[config.mk]
export PLATFORM = sky130hd
export DESIGN_NAME = shelf_packer_first_fit_core
export DESIGN_NICKNAME = d
export VERILOG_FILES = /design/src/hw/rtl/shpk_pkg.sv /design/src/hw/rtl/shpk_shelf_mem.sv /design/src/hw/rtl/shpk_ctrl.sv /design/src/hw/rtl/shelf_packer_first_fit_core.sv
export SDC_FILE = /design/constraint.sdc
export NUM_CORES = 2
export LEC_CHECK = 0
export BUFFER_PORTS_ARGS = -buffer_cell sky130_fd_sc_hd__buf_4
export CORE_ASPECT_RATIO = 1.1
export CORE_UTILIZATION = 40
export CTS_CLUSTER_SIZE = 14
export DETAILED_ROUTE_END_ITERATION = 10
export SETUP_SLACK_MARGIN = 0.3
export SLEW_MARGIN = 20
export SYNTH_ARGS = -nofsm -noshare
export SYNTH_HDL_FRONTEND = slang
export SYNTH_SLANG_ARGS = --single-unit
[constraint.sdc]
create_clock -name clk -period 24 [get_ports clk]
set_input_delay 4.8 -clock clk [delete_from_list [all_inputs] [get_ports clk]]
set_output_delay 4.8 -clock clk [all_outputs]
set_load 0.02 [all_outputs]
[src/hw/rtl/shpk_pkg.sv]
// Shared types and constants for the shelf packer.
// Used by every module of the block; depends on nothing.
package shpk_pkg;

    localparam int COORD_W = 13;
    localparam logic [COORD_W-1:0] ATLAS_RESET = 13'd4096;

    typedef enum logic [1:0] {
        ST_PLACED = 2'd0,
        ST_EMPTY  = 2'd1,
        ST_FULL   = 2'd2,
        ST_TABLE  = 2'd3
    } status_t;

    // One shelf entry as held in the shelf memory.
    typedef struct packed {
        logic [COORD_W-1:0] next_x;
        logic [COORD_W-1:0] top_y;
        logic [COORD_W-1:0] height;
    } shelf_t;

    // One placement result.
    typedef struct packed {
        status_t            status;
        logic [COORD_W-1:0] pos_x;
        logic [COORD_W-1:0] pos_y;
    } res_t;

endpackage

[src/hw/rtl/shpk_shelf_mem.sv]
// Shelf table memory: one write port, one read port, registered read data.
// Depends on shpk_pkg for the entry layout.
module shpk_shelf_mem #(
    parameter int DEPTH = 64
) (
    input  logic                      clk,
    input  logic                      rd_en,
    input  logic [$clog2(DEPTH)-1:0]  rd_addr,
    output shpk_pkg::shelf_t          rd_data,
    input  logic                      wr_en,
    input  logic [$clog2(DEPTH)-1:0]  wr_addr,
    input  shpk_pkg::shelf_t          wr_data
);
    import shpk_pkg::*;

    shelf_t mem [DEPTH];
    shelf_t rd_data_reg;

    always_ff @(posedge clk)
    begin
        if (wr_en)
        begin
            mem[wr_addr] <= wr_data;
        end
    end

    always_ff @(posedge clk)
    begin
        if (rd_en)
        begin
            rd_data_reg <= mem[rd_addr];
        end
    end

    assign rd_data = rd_data_reg;

endmodule

[src/hw/rtl/shpk_ctrl.sv]
// Scan sequencer: first-fit search over the shelf memory, shelf opening
// and write-back of the chosen shelf. Depends on shpk_pkg.
module shpk_ctrl #(
    parameter int MAX_SHELVES = 64
) (
    input  logic                                 clk,
    input  logic                                 rst_n,
    input  logic                                 in_valid,
    output logic                                 in_ready,
    input  logic                                 new_atlas,
    input  logic [shpk_pkg::COORD_W-1:0]         tile_width,
    input  logic [shpk_pkg::COORD_W-1:0]         tile_height,
    input  logic [shpk_pkg::COORD_W-1:0]         size,
    output logic                                 res_valid,
    input  logic                                 res_ready,
    output shpk_pkg::res_t                       res,
    output logic                                 rd_en,
    output logic [$clog2(MAX_SHELVES)-1:0]       rd_addr,
    input  shpk_pkg::shelf_t                     rd_data,
    output logic                                 wr_en,
    output logic [$clog2(MAX_SHELVES)-1:0]       wr_addr,
    output shpk_pkg::shelf_t                     wr_data
);
    import shpk_pkg::*;

    localparam int IDX_W = $clog2(MAX_SHELVES);
    localparam int CNT_W = $clog2(MAX_SHELVES + 1);

    typedef enum logic [4:0] {
        S_IDLE  = 5'b00001,
        S_SCAN  = 5'b00010,
        S_OPEN  = 5'b00100,
        S_WRITE = 5'b01000,
        S_RESP  = 5'b10000
    } state_t;

    state_t             state_reg, state_next;
    logic [CNT_W-1:0]   count_reg, count_next;
    logic               e0_valid_reg, e0_valid_next;
    logic               chk_valid_reg, chk_valid_next;
    logic [CNT_W-1:0]   rd_idx_reg, rd_idx_next;
    logic [CNT_W-1:0]   chk_idx_reg, chk_idx_next;
    logic [CNT_W-1:0]   hit_reg, hit_next;
    logic [COORD_W-1:0] tw_reg, tw_next;
    logic [COORD_W-1:0] th_reg, th_next;
    logic [COORD_W-1:0] px_reg, px_next;
    logic [COORD_W-1:0] py_reg, py_next;
    logic [COORD_W-1:0] sh_reg, sh_next;
    logic [COORD_W:0]   ny_reg, ny_next;
    res_t               res_reg, res_next;

    shelf_t             entry;
    logic               fit;
    logic               issue;
    logic [COORD_W:0]   nx_sum;
    logic [COORD_W-1:0] nx_sat;
    logic [COORD_W-1:0] h_max;
    logic               open_full;

    // Entry 0 reads as an empty shelf until written after a clear.
    always_comb
    begin
        if (chk_idx_reg == '0 && !e0_valid_reg)
        begin
            entry = '0;
        end
        else
        begin
            entry = rd_data;
        end
    end

    assign fit = ({1'b0, entry.next_x} + {1'b0, tw_reg} <= {1'b0, size})
              && ({1'b0, entry.top_y} + {1'b0, th_reg} <= {1'b0, size})
              && (entry.height == '0 || th_reg <= entry.height);

    assign issue     = (state_reg == S_SCAN) && (rd_idx_reg < count_reg);
    assign nx_sum    = {1'b0, px_reg} + {1'b0, tw_reg};
    assign nx_sat    = (nx_sum > {1'b0, size}) ? size : nx_sum[COORD_W-1:0];
    assign h_max     = (sh_reg < th_reg) ? th_reg : sh_reg;
    assign open_full = ({1'b0, ny_reg} + {2'b0, th_reg}) > {2'b0, size};

    always_comb
    begin
        state_next     = state_reg;
        count_next     = count_reg;
        e0_valid_next  = e0_valid_reg;
        chk_valid_next = chk_valid_reg;
        rd_idx_next    = rd_idx_reg;
        chk_idx_next   = chk_idx_reg;
        hit_next       = hit_reg;
        tw_next        = tw_reg;
        th_next        = th_reg;
        px_next        = px_reg;
        py_next        = py_reg;
        sh_next        = sh_reg;
        ny_next        = ny_reg;
        res_next       = res_reg;
        wr_en          = 1'b0;
        wr_addr        = hit_reg[IDX_W-1:0];
        wr_data        = '{next_x: nx_sat, top_y: py_reg, height: h_max};

        case (state_reg)
            S_IDLE:
            begin
                if (in_valid)
                begin
                    tw_next        = tile_width;
                    th_next        = tile_height;
                    rd_idx_next    = '0;
                    chk_valid_next = 1'b0;
                    if (new_atlas)
                    begin
                        count_next    = CNT_W'(1);
                        e0_valid_next = 1'b0;
                    end
                    if (tile_width == '0 || tile_height == '0)
                    begin
                        res_next   = '{status: ST_EMPTY, pos_x: '0, pos_y: '0};
                        state_next = S_RESP;
                    end
                    else
                    begin
                        state_next = S_SCAN;
                    end
                end
            end

            S_SCAN:
            begin
                // Reads go out one a cycle; each is checked in the cycle after it is issued.
                chk_valid_next = issue;
                chk_idx_next   = rd_idx_reg;
                if (issue)
                begin
                    rd_idx_next = rd_idx_reg + CNT_W'(1);
                end
                if (chk_valid_reg)
                begin
                    if (fit)
                    begin
                        hit_next       = chk_idx_reg;
                        px_next        = entry.next_x;
                        py_next        = entry.top_y;
                        sh_next        = entry.height;
                        chk_valid_next = 1'b0;
                        state_next     = S_WRITE;
                    end
                    else if (chk_idx_reg == count_reg - CNT_W'(1))
                    begin
                        ny_next        = {1'b0, entry.top_y} + {1'b0, entry.height};
                        chk_valid_next = 1'b0;
                        state_next     = S_OPEN;
                    end
                end
            end

            S_OPEN:
            begin
                if (open_full)
                begin
                    res_next   = '{status: ST_FULL, pos_x: '0, pos_y: '0};
                    state_next = S_RESP;
                end
                else if (count_reg == CNT_W'(MAX_SHELVES))
                begin
                    res_next   = '{status: ST_TABLE, pos_x: '0, pos_y: '0};
                    state_next = S_RESP;
                end
                else
                begin
                    hit_next   = count_reg;
                    px_next    = '0;
                    py_next    = ny_reg[COORD_W-1:0];
                    sh_next    = '0;
                    count_next = count_reg + CNT_W'(1);
                    state_next = S_WRITE;
                end
            end

            S_WRITE:
            begin
                wr_en = 1'b1;
                if (hit_reg == '0)
                begin
                    e0_valid_next = 1'b1;
                end
                res_next   = '{status: ST_PLACED, pos_x: px_reg, pos_y: py_reg};
                state_next = S_RESP;
            end

            S_RESP:
            begin
                if (res_ready)
                begin
                    state_next = S_IDLE;
                end
            end

            default:
            begin
                state_next = S_IDLE;
            end
        endcase
    end

    always_ff @(posedge clk or negedge rst_n)
    begin
        if (!rst_n)
        begin
            state_reg     <= S_IDLE;
            count_reg     <= CNT_W'(1);
            e0_valid_reg  <= 1'b0;
            chk_valid_reg <= 1'b0;
        end
        else
        begin
            state_reg     <= state_next;
            count_reg     <= count_next;
            e0_valid_reg  <= e0_valid_next;
            chk_valid_reg <= chk_valid_next;
        end
    end

    always_ff @(posedge clk)
    begin
        rd_idx_reg  <= rd_idx_next;
        chk_idx_reg <= chk_idx_next;
        hit_reg     <= hit_next;
        tw_reg      <= tw_next;
        th_reg      <= th_next;
        px_reg      <= px_next;
        py_reg      <= py_next;
        sh_reg      <= sh_next;
        ny_reg      <= ny_next;
        res_reg     <= res_next;
    end

    assign in_ready  = (state_reg == S_IDLE);
    assign res_valid = (state_reg == S_RESP);
    assign res       = res_reg;
    assign rd_en     = issue;
    assign rd_addr   = rd_idx_reg[IDX_W-1:0];

endmodule

[src/hw/rtl/shelf_packer_first_fit_core.sv]
// Shelf packer, first-fit. One request at a time: an empty tile goes straight to its result;
// otherwise the shelves in use (up to MAX_SHELVES) are scanned with one shelf memory read
// per cycle until one fits, and if none fits a shelf is opened or the tile is refused.
// The result waits in an output register, so the next request is taken meanwhile.
// Reset: atlas size 4096, a single empty shelf, no result pending; no clearing pass.
// Holds the atlas size register and the output register; depends on shpk_pkg.
module shelf_packer_first_fit_core #(
    parameter int MAX_SHELVES = 64,
    parameter int MAX_ATLAS   = 4096
) (
    input  logic                          clk,
    input  logic                          rst_n,
    input  logic                          cfg_wr_en,
    input  logic [shpk_pkg::COORD_W-1:0]  cfg_wr_data,
    input  logic                          in_valid,
    output logic                          in_ready,
    input  logic                          new_atlas,
    input  logic [shpk_pkg::COORD_W-1:0]  tile_width,
    input  logic [shpk_pkg::COORD_W-1:0]  tile_height,
    output logic                          out_valid,
    input  logic                          out_ready,
    output logic [1:0]                    status,
    output logic [shpk_pkg::COORD_W-1:0]  pos_x,
    output logic [shpk_pkg::COORD_W-1:0]  pos_y
);
    import shpk_pkg::*;

    localparam int IDX_W = $clog2(MAX_SHELVES);

    logic [COORD_W-1:0] atlas_size_reg;
    logic [COORD_W-1:0] size;
    logic               out_valid_reg, out_valid_next;
    res_t               out_res_reg;
    logic               res_valid;
    logic               res_ready;
    res_t               res;
    logic               rd_en;
    logic [IDX_W-1:0]   rd_addr;
    shelf_t             rd_data;
    logic               wr_en;
    logic [IDX_W-1:0]   wr_addr;
    shelf_t             wr_data;

    // Clamp the programmed size to the largest atlas supported.
    assign size = ({2'b0, atlas_size_reg} > (COORD_W + 2)'(MAX_ATLAS))
                ? COORD_W'(MAX_ATLAS) : atlas_size_reg;

    always_ff @(posedge clk or negedge rst_n)
    begin
        if (!rst_n)
        begin
            atlas_size_reg <= ATLAS_RESET;
        end
        else if (cfg_wr_en)
        begin
            atlas_size_reg <= cfg_wr_data;
        end
    end

    assign res_ready = !out_valid_reg || out_ready;

    always_comb
    begin
        out_valid_next = out_valid_reg;
        if (res_valid && res_ready)
        begin
            out_valid_next = 1'b1;
        end
        else if (out_ready)
        begin
            out_valid_next = 1'b0;
        end
    end

    always_ff @(posedge clk or negedge rst_n)
    begin
        if (!rst_n)
        begin
            out_valid_reg <= 1'b0;
        end
        else
        begin
            out_valid_reg <= out_valid_next;
        end
    end

    always_ff @(posedge clk)
    begin
        if (res_valid && res_ready)
        begin
            out_res_reg <= res;
        end
    end

    shpk_ctrl #(
        .MAX_SHELVES (MAX_SHELVES)
    ) u_ctrl (
        .clk         (clk),
        .rst_n       (rst_n),
        .in_valid    (in_valid),
        .in_ready    (in_ready),
        .new_atlas   (new_atlas),
        .tile_width  (tile_width),
        .tile_height (tile_height),
        .size        (size),
        .res_valid   (res_valid),
        .res_ready   (res_ready),
        .res         (res),
        .rd_en       (rd_en),
        .rd_addr     (rd_addr),
        .rd_data     (rd_data),
        .wr_en       (wr_en),
        .wr_addr     (wr_addr),
        .wr_data     (wr_data)
    );

    shpk_shelf_mem #(
        .DEPTH (MAX_SHELVES)
    ) u_mem (
        .clk     (clk),
        .rd_en   (rd_en),
        .rd_addr (rd_addr),
        .rd_data (rd_data),
        .wr_en   (wr_en),
        .wr_addr (wr_addr),
        .wr_data (wr_data)
    );

    assign out_valid = out_valid_reg;
    assign status    = out_res_reg.status;
    assign pos_x     = out_res_reg.pos_x;
    assign pos_y     = out_res_reg.pos_y;

    // One request in flight: acceptance drops ready for the next cycle.
    a_one_in_flight: assert property (@(posedge clk) disable iff (!rst_n)
        in_valid && in_ready |=> !in_ready)
        else $error("request accepted while another is in flight");

    // A handed-over result lands in the output register.
    a_res_loads: assert property (@(posedge clk) disable iff (!rst_n)
        res_valid && res_ready |=> out_valid)
        else $error("result lost at output register");

    // A tile that is not placed reports the origin.
    a_unplaced_zero: assert property (@(posedge clk) disable iff (!rst_n)
        out_valid && status != ST_PLACED |-> pos_x == '0 && pos_y == '0)
        else $error("unplaced tile reports a position");

endmodule

==> impl_metrics.yaml <==
routing:
  wl_met2_um: 135000
  vias_per_cell: 5.84
  drtIter0Drc: 5684
  top_layer: "met5"
  met3_length_um: 18300
  ant_nets: 0
  route.final.wire_length_um: 271000
  drc: 0
  drt-met1-wl_um: 114000
  first_pass_iters: 7
  routedWlPerCell_um: 30.9
  vias: 51300
timing:
  tightest_slew_ns: 1.10
  report.final.hold_viol_count: 0
  fmax_ghz: 0.128
  rsz0062_at_grt: "no"
  setup_slack_ns: 16.19
  relSlewSlack_pct: 26.7
  fin_setup_tns_ns: 0
  fin_crit_sh_pct: 32.6
  period_needed_ns: 7.81
  finalMaxSlewViolations: 0
  skew_ns: 0.0539
  setup_viol: 0
run_status:
  status: "complete, no violations"
grt:
  grt_usage_pct: 19.9
  grt_max_degree: 122
  gr-total-overflow: 0
  grt_pass1_vias: 51900
  grt_pass1_wl_um: 387000
  antenna_found_initial: 21
synthesis:
  synth_cell_types: 76
  synth_seq_cells: 2719
  syn-cell-area_um2: 108000
  syn_area_per_cell_um2: 22.6
  ys_seq_area_share_pct: 75.5
  synth_cells: 4784
  synth_edf_count: 2691
  yosys_warnings: 0
  async_flop_share_pct: 1.03
  synthesis.nets: 4972
  synth_ff_type: "edfxtp_1"
power:
  ir_worst_vdd_mv: 0.0825
  p_leak_nw: 38.4
  clock_power_share_pct: 33.5
  p_switching_mw: 3.27
  fin_total_pwr_mw: 12.3
  p_comb_share_pct: 20.6
  switching_share_pct: 26.7
  power_density_nw_per_um2: 100
  p_seq_share_pct: 46.0
  p_int_mw: 8.99
flow_run:
  max_cap_viol_count: 0
critical_path:
  arrival_ns: 3.01
  critPathLaunchType: "flop"
  r2r_cells: 27
  worst-path-stages: 3
  cpMaxStageDelayCell: "nor3b_1"
  critPathBufInv: 1
  cp.required_ns: 19.20
  critPathMaxFanout: 29
  path_class: "flop to primary output"
  critical-path-max-stage-delay_ns: 0.80
  cpLargestDelayFamily: "simple AND/OR/NAND/NOR gates"
  critPathCaptureType: "primary output"
  path_cells: "or3_1 -> nor3b_1 -> buf_4"
clock_network:
  cts.repair.resized: 0
  hold_buffers: 0
  htreeDepth: 5
  clk_latency_ns: 0.85
  cts_buffers: 275
  cts.sinks: 2719
  post-cts-setup-buffer-count: 0
  cts_tree: "yes"
  cts_root_buf: "clkbuf_16"
  path_clk_slew_ns: 0.06
  cts_buffer_depth: 4
floorplanning:
  die_w_um: 497
  rows: 199
  die_h_um: 547
  io_pins: 75
  fp.coreArea_um2: 268000
  floorplan.initialDensity_pct: 40.3
  fp.dieArea_um2: 272000
place:
  io_buffer_count: 74
  hpwl_um: 147000
  place.gp.congestion: 0.841
  place_ws_ns: 17.05
hold_path:
  hold_depth: 0
  hold_path.class: "flop to flop"
layout:
  syn_to_final_growth_pct: 13.2
  final_nets: 5226
  n_fill_cell: 22000
  final-seq-area_um2: 81500
  multi_input_area_um2: 25900
  largest_reg_flops: 2496
  utilization_pct: 45.6
  drive_gt1_share_pct: 29.3
[power groups by stage]
stage	logic, mW	clock network, mW	registers (mW)
3_3_place_gp	2.50	0	5.74
2_1_floorplan	1.72	0	5.69
5_1_grt	2.69	4.35	5.64
3_5_place_dp	2.54	0	5.74
6_report	2.52	4.10	5.64
4_1_cts	2.54	4.18	5.64
[logic make-up (layout without fill, tap and decap cells)]
group	after synthesis	count (layout)	share of synthesized area, %
other	0	8	0
flip-flops	2719	2719	75.5
buffers and inverters	305	770	1.09
XOR/XNOR	76	76	0.617
adder cells (fa/ha/maj)	154	154	1.79
AND/OR/NAND/NOR	427	427	1.98
multiplexers	865	865	17.6
AO/OA/AOI/OAI	238	238	1.44
[final timing paths]
path                                  endpoint                   from  slack [ns]
max                                   in_ready    u_ctrl.state_reg[3]       16.19
min                                  pos_y[12]         u_ctrl.res[12]        0.42
max reg2reg                   u_ctrl.sh_reg[9]  u_ctrl.chk_idx_reg[1]       17.18
min reg2reg                          pos_y[12]         u_ctrl.res[12]        0.42
max in group asynchronous  u_ctrl.count_reg[0]                  rst_n       19.78
min in group asynchronous  u_ctrl.state_reg[2]                  rst_n        3.90
[cells in the mapped netlist, types with 18 or more instances]
cell      number  area share, %
and3_1        51           0.30
nor3_1        18          0.083
a21oi_1       62           0.29
nor2_1       128           0.45
mux4_2       819             17
edfxtp_1    2691             75
mux2_2        43           0.45
xnor2_1       61           0.49
o21ai_0       51           0.24
clkbuf_1     157           0.55
dfrtp_1       25           0.58
nand2_1       85           0.30
buf_1         63           0.22
nor2b_1       28           0.16
a21o_1        30           0.21
o21a_1        18           0.13
and2_1        24           0.14
inv_1         69           0.24
ha_1         140            1.6
[stage by stage]
step / cells / hold WS, ns / area, um^2
6_report: 8774 / 0.418 / 122000
5_1_grt: 8767 / 0.426 / 122000
4_1_cts: 8766 / 0.418 / 122000
3_5_place_dp: 8278 / 0.405 / 114000
3_3_place_gp: 8278 / 0.405 / 114000
2_1_floorplan: 4784 / 0.400 / 108000
[layer usage]
layer | up-vias | GRT usage [%]
met5 | - | 0
met4 | 2 | 4.33
met3 | 332 | 2.74
met2 | 1948 | 32.9
met1 | 28200 | 28.0
li1 | 20800 | -
[final cells by class]
cell class	instances	area share [%]
sequential	2719	66.7
multi-input combinational	1760	21.2
clock buffer	349	6.05
tap	3517	3.60
timing repair buffer	212	1.34
clock inverter	139	0.864
inverter	70	0.215
antenna	8	0.0164
[cells in the final DEF (no fill, tap or decap), types with 18 or more instances in the layout]
master     Yosys  layout
edfxtp_1    2691    2691
mux4_2       819     819
clkbuf_16      0     286
buf_4          4     208
ha_1         140     140
nand2_1       85      84
inv_1         69      68
nor2_4         0      65
nor2_1       128      63
clkbuf_1     157      63
a21oi_1       62      62
xnor2_1       61      61
clkinv_1       0      58
o21ai_0       51      51
and3_1        51      51
clkinv_2       0      48
a21o_1        30      30
nor2b_1       28      27
mux2_2        43      25
dfrtp_1       25      25
and2_1        24      24
nor3_1        18      18
o21a_1        18      18
mux2_4         0      18
Note: power is estimated with default switching activity, not from simulation.
